==> config.mk <==
export PLATFORM = sky130hd
export DESIGN_NAME = tcce_update
export DESIGN_NICKNAME = d
export VERILOG_FILES = /design/src/rtl/core/tcce_pkg.sv /design/src/rtl/core/tcce_update.sv
export SDC_FILE = /design/constraint.sdc
export NUM_CORES = 1
export LEC_CHECK = 0
export BUFFER_PORTS_ARGS = -buffer_cell sky130_fd_sc_hd__buf_2
export CORE_AREA = 2 2 208 210
export DETAILED_ROUTE_END_ITERATION = 8
export DIE_AREA = 0 0 210 212
export SLEW_MARGIN = 15
export SYNTH_ARGS = -nofsm -noshare
export SYNTH_HDL_FRONTEND = slang
export SYNTH_SLANG_ARGS = --single-unit
==> constraint.sdc <==
create_clock -name vclk -period 18.7
set_input_delay 3.74 -clock vclk [all_inputs]
set_output_delay 3.74 -clock vclk [all_outputs]
set_load 0.03 [all_outputs]
==> src/rtl/core/tcce_pkg.sv <==
// ---------------------------------------------------------------------------
// tcce_pkg: shared types and constants of the TCP client connection engine
// Field widths, operation, event and flag codes, the slot row layout and
// the segment builder used by the update stage.
// ---------------------------------------------------------------------------
`timescale 1ns / 1ps

package tcce_pkg;

	localparam int OP_W    = 2;
	localparam int SLOT_W  = 6;
	localparam int ISEQ_W  = 28;
	localparam int FLAG_W  = 6;
	localparam int SEQ_W   = 32;
	localparam int DLEN_W  = 16;
	localparam int PLEN_W  = 11;
	localparam int EV_W    = 3;
	localparam int CF_W    = 5;
	localparam int RC_W    = 8;
	localparam int CFG_W   = 11;
	localparam int CIDX_W  = 1;

	// Operation codes.
	localparam logic [OP_W-1:0] OP_OPEN    = 2'd0;
	localparam logic [OP_W-1:0] OP_SEG     = 2'd1;
	localparam logic [OP_W-1:0] OP_TIMEOUT = 2'd2;
	localparam logic [OP_W-1:0] OP_UNUSED  = 2'd3;

	// Event codes.
	localparam logic [EV_W-1:0] EV_NONE      = 3'd0;
	localparam logic [EV_W-1:0] EV_INITIATED = 3'd1;
	localparam logic [EV_W-1:0] EV_COMPLETED = 3'd2;
	localparam logic [EV_W-1:0] EV_TIMED_OUT = 3'd3;
	localparam logic [EV_W-1:0] EV_RST_RECV  = 3'd4;
	localparam logic [EV_W-1:0] EV_RST_REPLY = 3'd5;

	// Configuration register indexes.
	localparam logic [CIDX_W-1:0] REG_REQUEST_LEN = 1'd0;
	localparam logic [CIDX_W-1:0] REG_MAX_RESENDS = 1'd1;

	// TCP header flags.
	localparam logic [FLAG_W-1:0] TH_FIN = 6'h01;
	localparam logic [FLAG_W-1:0] TH_SYN = 6'h02;
	localparam logic [FLAG_W-1:0] TH_RST = 6'h04;
	localparam logic [FLAG_W-1:0] TH_PSH = 6'h08;
	localparam logic [FLAG_W-1:0] TH_ACK = 6'h10;

	// Bit positions of the per-connection flags.
	localparam int CF_SEND   = 0;
	localparam int CF_CONN   = 1;
	localparam int CF_GFIN   = 2;
	localparam int CF_SFIN   = 3;
	localparam int CF_CLOSED = 4;

	localparam logic [RC_W-1:0] RC_MAX = 8'hff;

	// One connection table row.
	typedef struct packed {
		logic              active;
		logic [ISEQ_W-1:0] first_seq;
		logic [SEQ_W-1:0]  next_send_seq;
		logic [SEQ_W-1:0]  oldest_unacked;
		logic [SEQ_W-1:0]  next_recv_seq;
		logic [CF_W-1:0]   conn_flags;
		logic [RC_W-1:0]   resend_count;
	} row_t;

	// Registered input item.
	typedef struct packed {
		logic [OP_W-1:0]   operation;
		logic              in_range;
		logic [ISEQ_W-1:0] initial_seq;
		logic [FLAG_W-1:0] seg_flags;
		logic [SEQ_W-1:0]  seg_seq;
		logic [SEQ_W-1:0]  seg_ack;
		logic [DLEN_W-1:0] seg_data_len;
		logic [SEQ_W-1:0]  seg_end;
	} item_t;

	// One result item.
	typedef struct packed {
		logic              send_valid;
		logic [SEQ_W-1:0]  out_seq;
		logic [SEQ_W-1:0]  out_ack;
		logic [FLAG_W-1:0] out_flags;
		logic [PLEN_W-1:0] out_payload_len;
		logic [EV_W-1:0]   event_res;
		logic              slot_freed;
	} res_t;

	// Outcome of building a segment for one connection.
	typedef struct packed {
		logic              sent;
		logic [SEQ_W-1:0]  seq;
		logic [SEQ_W-1:0]  ack;
		logic [FLAG_W-1:0] flags;
		logic [PLEN_W-1:0] plen;
		logic [CF_W-1:0]   conn_flags;
		logic [SEQ_W-1:0]  next_send_seq;
	} emit_t;

	// Builds the next segment of a connection: SYN before the handshake,
	// the request with PSH and FIN while it is not acknowledged, else an
	// ACK, with FIN once the peer's FIN is taken, when one is pending.
	function automatic emit_t emit_seg(row_t r, logic [PLEN_W-1:0] req_len);
		emit_t            e;
		logic [SEQ_W-1:0] iss;
		logic [SEQ_W-1:0] unacked;
		logic             conn;
		logic             pay;
		logic [CF_W-1:0]  f;
		iss     = SEQ_W'(r.first_seq);
		unacked = r.oldest_unacked - iss - SEQ_W'(1);
		conn    = r.conn_flags[CF_CONN];
		pay     = conn && (unacked < SEQ_W'(req_len));
		f       = r.conn_flags;
		e       = '0;
		e.next_send_seq = r.next_send_seq;
		if (pay) begin
			e.plen          = req_len;
			e.seq           = iss + SEQ_W'(1);
			e.next_send_seq = iss + SEQ_W'(1) + SEQ_W'(req_len);
		end else begin
			e.seq = r.next_send_seq + SEQ_W'(f[CF_SFIN]);
		end
		e.sent = !(conn && !f[CF_SEND] && !pay);
		f[CF_SEND] = 1'b0;
		if (!conn) begin
			e.flags = TH_SYN;
		end else begin
			e.flags = TH_ACK;
			if (pay) begin
				e.flags = e.flags | TH_PSH | TH_FIN;
			end
			if (f[CF_GFIN]) begin
				e.flags = e.flags | TH_FIN;
			end
			e.ack = r.next_recv_seq;
		end
		if ((e.flags & TH_FIN) != '0) begin
			f[CF_SFIN] = 1'b1;
		end
		if (f[CF_SFIN] && f[CF_GFIN]) begin
			f[CF_CLOSED] = 1'b1;
		end
		e.conn_flags = f;
		return e;
	endfunction

endpackage

==> src/rtl/core/tcce_update.sv <==
// ---------------------------------------------------------------------------
// tcce_update: per-item connection update
// Takes the registered item and its slot row, applies the open, segment or
// timeout rules, builds the outgoing segment and returns the new row.
// ---------------------------------------------------------------------------
`timescale 1ns / 1ps

module tcce_update (
	input  tcce_pkg::item_t                    item,
	input  tcce_pkg::row_t                     row,
	input  logic [tcce_pkg::PLEN_W-1:0]        request_len,
	input  logic [tcce_pkg::RC_W-1:0]          max_resends,
	output logic                               wr_en,
	output tcce_pkg::row_t                     new_row,
	output tcce_pkg::res_t                     res
);
	import tcce_pkg::*;

	row_t  r_pre;
	res_t  res_pre;
	logic  do_emit;
	logic  active;
	emit_t em;

	assign active = item.in_range && row.active;

	// State updates that come before the segment is built.
	always_comb begin
		r_pre   = row;
		res_pre = '0;
		wr_en   = 1'b0;
		do_emit = 1'b0;
		unique case (item.operation)
			OP_OPEN: begin
				if (item.in_range) begin
					wr_en                  = 1'b1;
					r_pre.active           = 1'b1;
					r_pre.first_seq        = item.initial_seq;
					r_pre.next_send_seq    = SEQ_W'(item.initial_seq);
					r_pre.oldest_unacked   = SEQ_W'(item.initial_seq);
					r_pre.next_recv_seq    = '0;
					r_pre.conn_flags       = '0;
					r_pre.resend_count     = '0;
					res_pre.send_valid     = 1'b1;
					res_pre.out_seq        = SEQ_W'(item.initial_seq);
					res_pre.out_flags      = TH_SYN;
					res_pre.event_res      = EV_INITIATED;
				end
			end
			OP_SEG: begin
				if (!active) begin
					// Segment for an empty slot is answered with a RST.
					res_pre.send_valid = 1'b1;
					res_pre.out_seq    = item.seg_ack;
					res_pre.out_ack    = item.seg_seq;
					res_pre.out_flags  = TH_RST;
					res_pre.event_res  = EV_RST_REPLY;
				end else begin
					wr_en = 1'b1;
					if ((item.seg_flags & (TH_ACK | TH_RST)) == TH_ACK &&
					    item.seg_ack == SEQ_W'(row.first_seq) + SEQ_W'(1) &&
					    !row.conn_flags[CF_CONN]) begin
						// An ACK of our SYN, without RST, completes the handshake.
						r_pre.next_send_seq        = SEQ_W'(row.first_seq) + SEQ_W'(1);
						r_pre.oldest_unacked       = SEQ_W'(row.first_seq) + SEQ_W'(1);
						r_pre.next_recv_seq        = item.seg_seq + SEQ_W'(1);
						r_pre.conn_flags[CF_CONN]  = 1'b1;
						r_pre.conn_flags[CF_SEND]  = 1'b1;
					end else if (item.seg_data_len != '0) begin
						r_pre.conn_flags[CF_SEND] = 1'b1;
						if (item.seg_end > row.next_recv_seq) begin
							r_pre.next_recv_seq = item.seg_end;
						end
					end
					if ((item.seg_flags & TH_ACK) != '0 &&
					    item.seg_ack > r_pre.oldest_unacked) begin
						r_pre.oldest_unacked = item.seg_ack;
					end
					if ((item.seg_flags & TH_FIN) != '0 &&
					    item.seg_end == r_pre.next_recv_seq &&
					    !r_pre.conn_flags[CF_GFIN]) begin
						r_pre.conn_flags[CF_GFIN] = 1'b1;
						r_pre.conn_flags[CF_SEND] = 1'b1;
						r_pre.next_recv_seq       = r_pre.next_recv_seq + SEQ_W'(1);
					end
					if ((item.seg_flags & TH_RST) != '0) begin
						r_pre.active       = 1'b0;
						res_pre.event_res  = EV_RST_RECV;
						res_pre.slot_freed = 1'b1;
					end else begin
						do_emit = 1'b1;
					end
				end
			end
			OP_TIMEOUT: begin
				if (active) begin
					wr_en = 1'b1;
					if (row.resend_count != RC_MAX) begin
						r_pre.resend_count = row.resend_count + RC_W'(1);
					end
					if (row.resend_count > max_resends) begin
						r_pre.active       = 1'b0;
						res_pre.event_res  = EV_TIMED_OUT;
						res_pre.slot_freed = 1'b1;
					end else begin
						do_emit = 1'b1;
					end
				end
			end
			OP_UNUSED: begin
			end
			default: begin
			end
		endcase
	end

	assign em = emit_seg(r_pre, request_len);

	// Apply the built segment and detect a completed close.
	always_comb begin
		new_row = r_pre;
		res     = res_pre;
		if (do_emit && em.sent) begin
			new_row.conn_flags    = em.conn_flags;
			new_row.next_send_seq = em.next_send_seq;
			res.send_valid        = 1'b1;
			res.out_seq           = em.seq;
			res.out_ack           = em.ack;
			res.out_flags         = em.flags;
			res.out_payload_len   = em.plen;
			if (em.conn_flags[CF_CLOSED]) begin
				new_row.active = 1'b0;
				res.event_res  = EV_COMPLETED;
				res.slot_freed = 1'b1;
			end
		end
	end

endmodule

==> flow_summary.ini, run 1 <==
[power]
pwr-share-clk_pct = 0
power.internal_mw = 0.2297
combPwrFrac_pct = 100.0
power_frac_seq_pct = 0
power_density_nw_per_um2 = 34.98
p_sw_mw = 0.4487
leakagePower_nw = 9.106
ir_worst_vdd_uv = 23.43
netSwitchingFraction_pct = 66.14
power_mw = 0.6785

[floorplanning]
dieArea_sq_um = 44520
ioPinCount = 531
core_area_sq_um = 42510
die_y_microns = 212
row_count = 76
die_x_microns = 210
initial_utilization_pct = 36.67

[final_layout]
syn2layout_area_growth_pct = 24.44
seqCellArea_sq_um = 0
final_common_cell = buf_2
clkbuf_count = 0
layout_common_cells = 526 x buf_2, 260 x a21oi_1, 212 x nand2_1
n_sequential_cell = 0
fin_nets = 3329
drive_above_1_share_pct = 25.60

[grt]
grt_first_pass_wirelength_microns = 135900
grt_max_degree = 47
grt_pass1_vias = 20950
antenna_found_initial = 13
grt.total_usage_pct = 40.51
grt-ovfl-total = 0

[detailed_routing]
via_per_inst = 6.434
drt_iter0_drc = 2341
ant_nets = 0
wl_per_cell_microns = 27.62
dr_total_vias = 22150
drcViolationCount = 0
firstDrtPassIters = 5
drt-total-wl_microns = 95060

[logic_synthesis]
synth_cells = 2385
ys_top_cells_by_area = ha_1 11%, a21oi_1 8.3%, xnor2_1 7.1%, mux2i_1 5.4%, nand2_1 5.2%
synth_top_area_share_pct = 10.60
yosys.area.top_type = ha_1
syn_nets = 2825
synth_cell_type_count = 103
ys_seq_area_share_pct = 0
avgSynthCellArea_sq_um = 6.535
syn_area_sq_um = 15580
synth_warnings = 0

[worst_setup_path]
max_stage_delay_ns = 0.94
end_kind = output pin
crit_path_start_kind = primary input
arrival_ns = 14.49
path_class = primary input to output pin
critical-path-slowest-cell = a211oi_2
cp_max_fo = 34
required_ns = 14.96
crit_top_cell = buf_4

[run]
cap_viol_max_count = 0

[sta]
worst_slew_pin_slew_ns = 1.122
rsz0062_at_grt = false
slew_violations = 0
finalSetupViolCount = 0
max_freq_mhz = 54.86
relSlewSlack_pct = 25.06
min_period_over_period_pct = 97.47
finalSetupTns_ns = 0
hold_violations = 0
min_period_ns = 18.23

[place]
dp_hpwl_microns = 78910
routabilityCongestion = 0.9924
io_buffers = 527

[run_status]
status = completed

[worst_hold_path]
holdCritPathClass = primary input to output pin
==> metal layers <==
layer | part of all wire, % | global-route usage [%] | wire [microns]
met1 | 42 | 53.10 | 39690
met2 | 45 | 66.72 | 42700
met5 | 0.040 | 0 | 38
met3 | 8.6 | 5.066 | 8185
met4 | 4.7 | 17.83 | 4450
==> worst max-delay path: cells and delay by family <==
family	cells	cell delay, ns
AOI/OAI and AO/OA	13	4.35
and+or+nand+nor	11	2.24
buffers and inverters	9	2.18
adders and majority gates	3	0.89
muxes	2	0.61
xor gates and xnor gates	2	0.43
==> path summary, 6_finish.rpt <==
kind      from      endpoint  slack (ns)  depth (start not counted)
max   row[110]       res[68]        0.47                         40
min   row[108]  new_row[108]        7.87                          4
==> logic make-up after synthesis <==
family / Yosys count / share of synthesized area, %
and+or+nand+nor: 920 / 31.21
xor gates and xnor gates: 210 / 12.86
other: 1 / 0.02406
adders and majority gates: 134 / 10.85
buffers and inverters: 274 / 7.081
muxes: 102 / 6.696
AOI/OAI and AO/OA: 744 / 31.27
==> Yosys cell counts (41+ instances only) <==
cell type  count
a21oi_1      260
nand2_1      214
nor2_1       193
ha_1         132
inv_1        131
xnor2_1      126
o21ai_0      110
nand3_1      100
clkbuf_1      94
mux2i_1       84
nor3_1        72
xor2_1        72
nand4_1       60
nor4_1        56
and3_1        48
a22o_1        42
a21o_1        41
==> layout make-up <==
| type | instances | area, sq um |
|---|---|---|
| diodes | 9 | 22.52 |
| fillers | 4580 | 23110 |
| inverters | 134 | 503.0 |
| multi-input cells | 2111 | 14640 |
| well taps | 546 | 683.2 |
| repair buffers | 642 | 3541 |
==> power groups by stage <==
stage	logic [mW]	registers (mW)	clock network (mW)
after floorplan	0.413	0	0
after global placement	0.653	0	0
after detailed placement	0.656	0	0
after CTS	0.660	0	0
after global routing	0.722	0	0.0000000645
final	0.678	0	0.0000000645
==> repair_timing <==
item | CTS | global route
hold buffers | 0 | 0
setup buffers | 0 | 1
resized for setup | 0 | 20
endpoints found under the setup margin | 0 | 108
==> through the flow <==
| stage | worst slack [ns] | util (%) | cells | hold WS, ns | cell area, sq um |
|---|---|---|---|---|---|
| global route | 0.001569 | 45.63 | 3442 | 7.890 | 19390 |
| floorplan | 0.6618 | - | 2385 | 7.665 | 15580 |
| CTS | 0.2873 | 45.32 | 3432 | 7.873 | 19260 |
| detailed placement | 0.3191 | 45.32 | 3432 | 7.873 | 19260 |
| global placement | 0.3952 | 45.32 | 3432 | 7.857 | 19260 |
| finish | 0.4726 | 45.63 | 3442 | 7.873 | 19390 |
(Power assumes the default switching activity.)
==> run 2, diff against run 1 <==
--- a/config.mk
+++ b/config.mk
@@ -6,9 +6,10 @@
 export NUM_CORES = 1
 export LEC_CHECK = 0
 export BUFFER_PORTS_ARGS = -buffer_cell sky130_fd_sc_hd__buf_2
-export CORE_AREA = 2 2 208 210
+export CAP_MARGIN = 20
+export CORE_AREA = 2 2 206 208
 export DETAILED_ROUTE_END_ITERATION = 8
-export DIE_AREA = 0 0 210 212
+export DIE_AREA = 0 0 208 210
 export SLEW_MARGIN = 15
 export SYNTH_ARGS = -nofsm -noshare
 export SYNTH_HDL_FRONTEND = slang
==> run 2 against run 1 <==
Combinational power fell by 1%. Die area shrank 1.9%. Global-route usage fell by 0.40 points. Non-clock buffer count down 30. Critical path depth rose by 9. Cell area fell by 1.4%. Routed wire length down 1.7%. Via count hardly changed. Fmax increased by 0.16%. Worst setup slack better by 0.028 ns. Clock-buffer cell count did not move.
==> flow_summary.ini, run 2 (synthesized netlist as in run 1, its figures left out) <==
[place]
io_buffers = 527
routabilityCongestion = 1.030
dp_hpwl_microns = 76850

[final_layout]
final_common_cell = buf_2
fin_nets = 3299
fill_cells = 4428
clkbuf_count = 0
seqCellArea_sq_um = 0
layout_common_cells = 527 x buf_2, 259 x a21oi_1, 212 x nand2_1
n_sequential_cell = 0
syn2layout_area_growth_pct = 22.75
drive_above_1_share_pct = 24.68

[floorplanning]
initial_utilization_pct = 37.57
die_y_microns = 210
core_area_sq_um = 41480
dieArea_sq_um = 43680
row_count = 75
ioPinCount = 531
die_x_microns = 208

[grt]
grt_max_degree = 64
grt.total_usage_pct = 40.11
antenna_found_initial = 13
grt_pass1_vias = 20700
grt-ovfl-total = 0
grt_first_pass_wirelength_microns = 134400

[power]
netSwitchingFraction_pct = 66.36
power.internal_mw = 0.2247
power_mw = 0.6679
combPwrFrac_pct = 100.0
leakagePower_nw = 8.948
pwr-share-clk_pct = 0
power_density_nw_per_um2 = 34.91
p_sw_mw = 0.4432
ir_worst_vdd_uv = 19.33
power_frac_seq_pct = 0

[sta]
hold_violations = 0
min_period_ns = 18.20
min_period_over_period_pct = 97.32
max_freq_mhz = 54.95
slew_violations = 0
finalSetupTns_ns = 0
relSlewSlack_pct = 19.42
finalSetupViolCount = 0
worst_slew_pin_slew_ns = 1.201
rsz0062_at_grt = false

[worst_setup_path]
cp_max_fo = 44
max_stage_delay_ns = 0.43
arrival_ns = 14.46
end_kind = output pin
path_class = primary input to output pin
cp_num_buf_inv = 7
required_ns = 14.96
crit_path_start_kind = primary input
critical-path-slowest-cell = or4_1
crit_top_cell = a21oi_1
cp_top_family = compound AO/OA/AOI/OAI gates

[detailed_routing]
via_per_inst = 6.503
ant_nets = 0
drt_iter0_drc = 2452
drt-total-wl_microns = 93450
dr_total_vias = 22160
firstDrtPassIters = 6
drcViolationCount = 0
wl_per_cell_microns = 27.42

[run_status]
status = completed

[clock_network]
holdBufCountCts = 0

[worst_hold_path]
holdCritPathClass = primary input to output pin

[run]
cap_viol_max_count = 0
[run 2: cell types whose count changed in the layout (fill, tap and decap cells not counted), moves of 2 or more]
cell / previous run / this run
buf_4: 112 / 81
diode_2: 9 / 12
nand3_1: 98 / 100
nand3_2: 3 / 1
xnor2_1: 124 / 126
xnor2_2: 2 / 0
[run 2: worst min-delay path: cells and delay by family]
kind          cells  cell delay, ns
simple gates      2            0.12
buf+inv           2            0.27
[run 2: worst paths after layout]
path,cells past startpoint,endpoint,start,slack (ns)
worst max-delay path,49,new_row[89],row[109],0.50
worst min-delay path,4,new_row[108],row[108],7.86
[run 2: timing repair]
item | CTS | global route
setup buffers | 0 | 1
gates resized for setup | 0 | 17
endpoints found under the setup margin | 0 | 105
[run 2: power groups by stage]
stage	registers [mW]	clock network [mW]	logic (mW)
after global routing	0	0.0000000574	0.710
after detailed placement	0	0	0.645
final	0	0.0000000740	0.668
after CTS	0	0	0.649
after global placement	0	0	0.641
after floorplan	0	0	0.413
[run 2: layout make-up]
type	instances	area, sq um	share of cell area (%)
Multi-Input combinational cell	2111	14610	76.35
Timing Repair Buffer	612	3317	17.34
Inverter	134	503.0	2.629
Tap cell	539	674.4	3.525
Antenna cell	12	30.03	0.1570
[run 2: metal layers]
layer | up-vias | wire length (microns) | global-route usage, %
met4 | 0 | 4369 | 15.75
met5 | - | 0 | 0
met3 | 230 | 9183 | 5.498
met2 | 1510 | 42200 | 66.27
li1 | 9894 | - | -
met1 | 10530 | 37690 | 52.80
[run 2: stage by stage]
stage / area, sq um / setup WS (ns) / util (%) / hold slack, ns / cells
global route: 19120 / 0.05778 / 46.10 / 7.878 / 3404
CTS: 19020 / 0.2015 / 45.87 / 7.866 / 3395
global placement: 19020 / 0.3139 / 45.87 / 7.857 / 3395
detailed placement: 19020 / 0.2430 / 45.87 / 7.866 / 3395
finish: 19130 / 0.5010 / 46.12 / 7.864 / 3408
floorplan: 15580 / 0.6618 / - / 7.665 / 2385
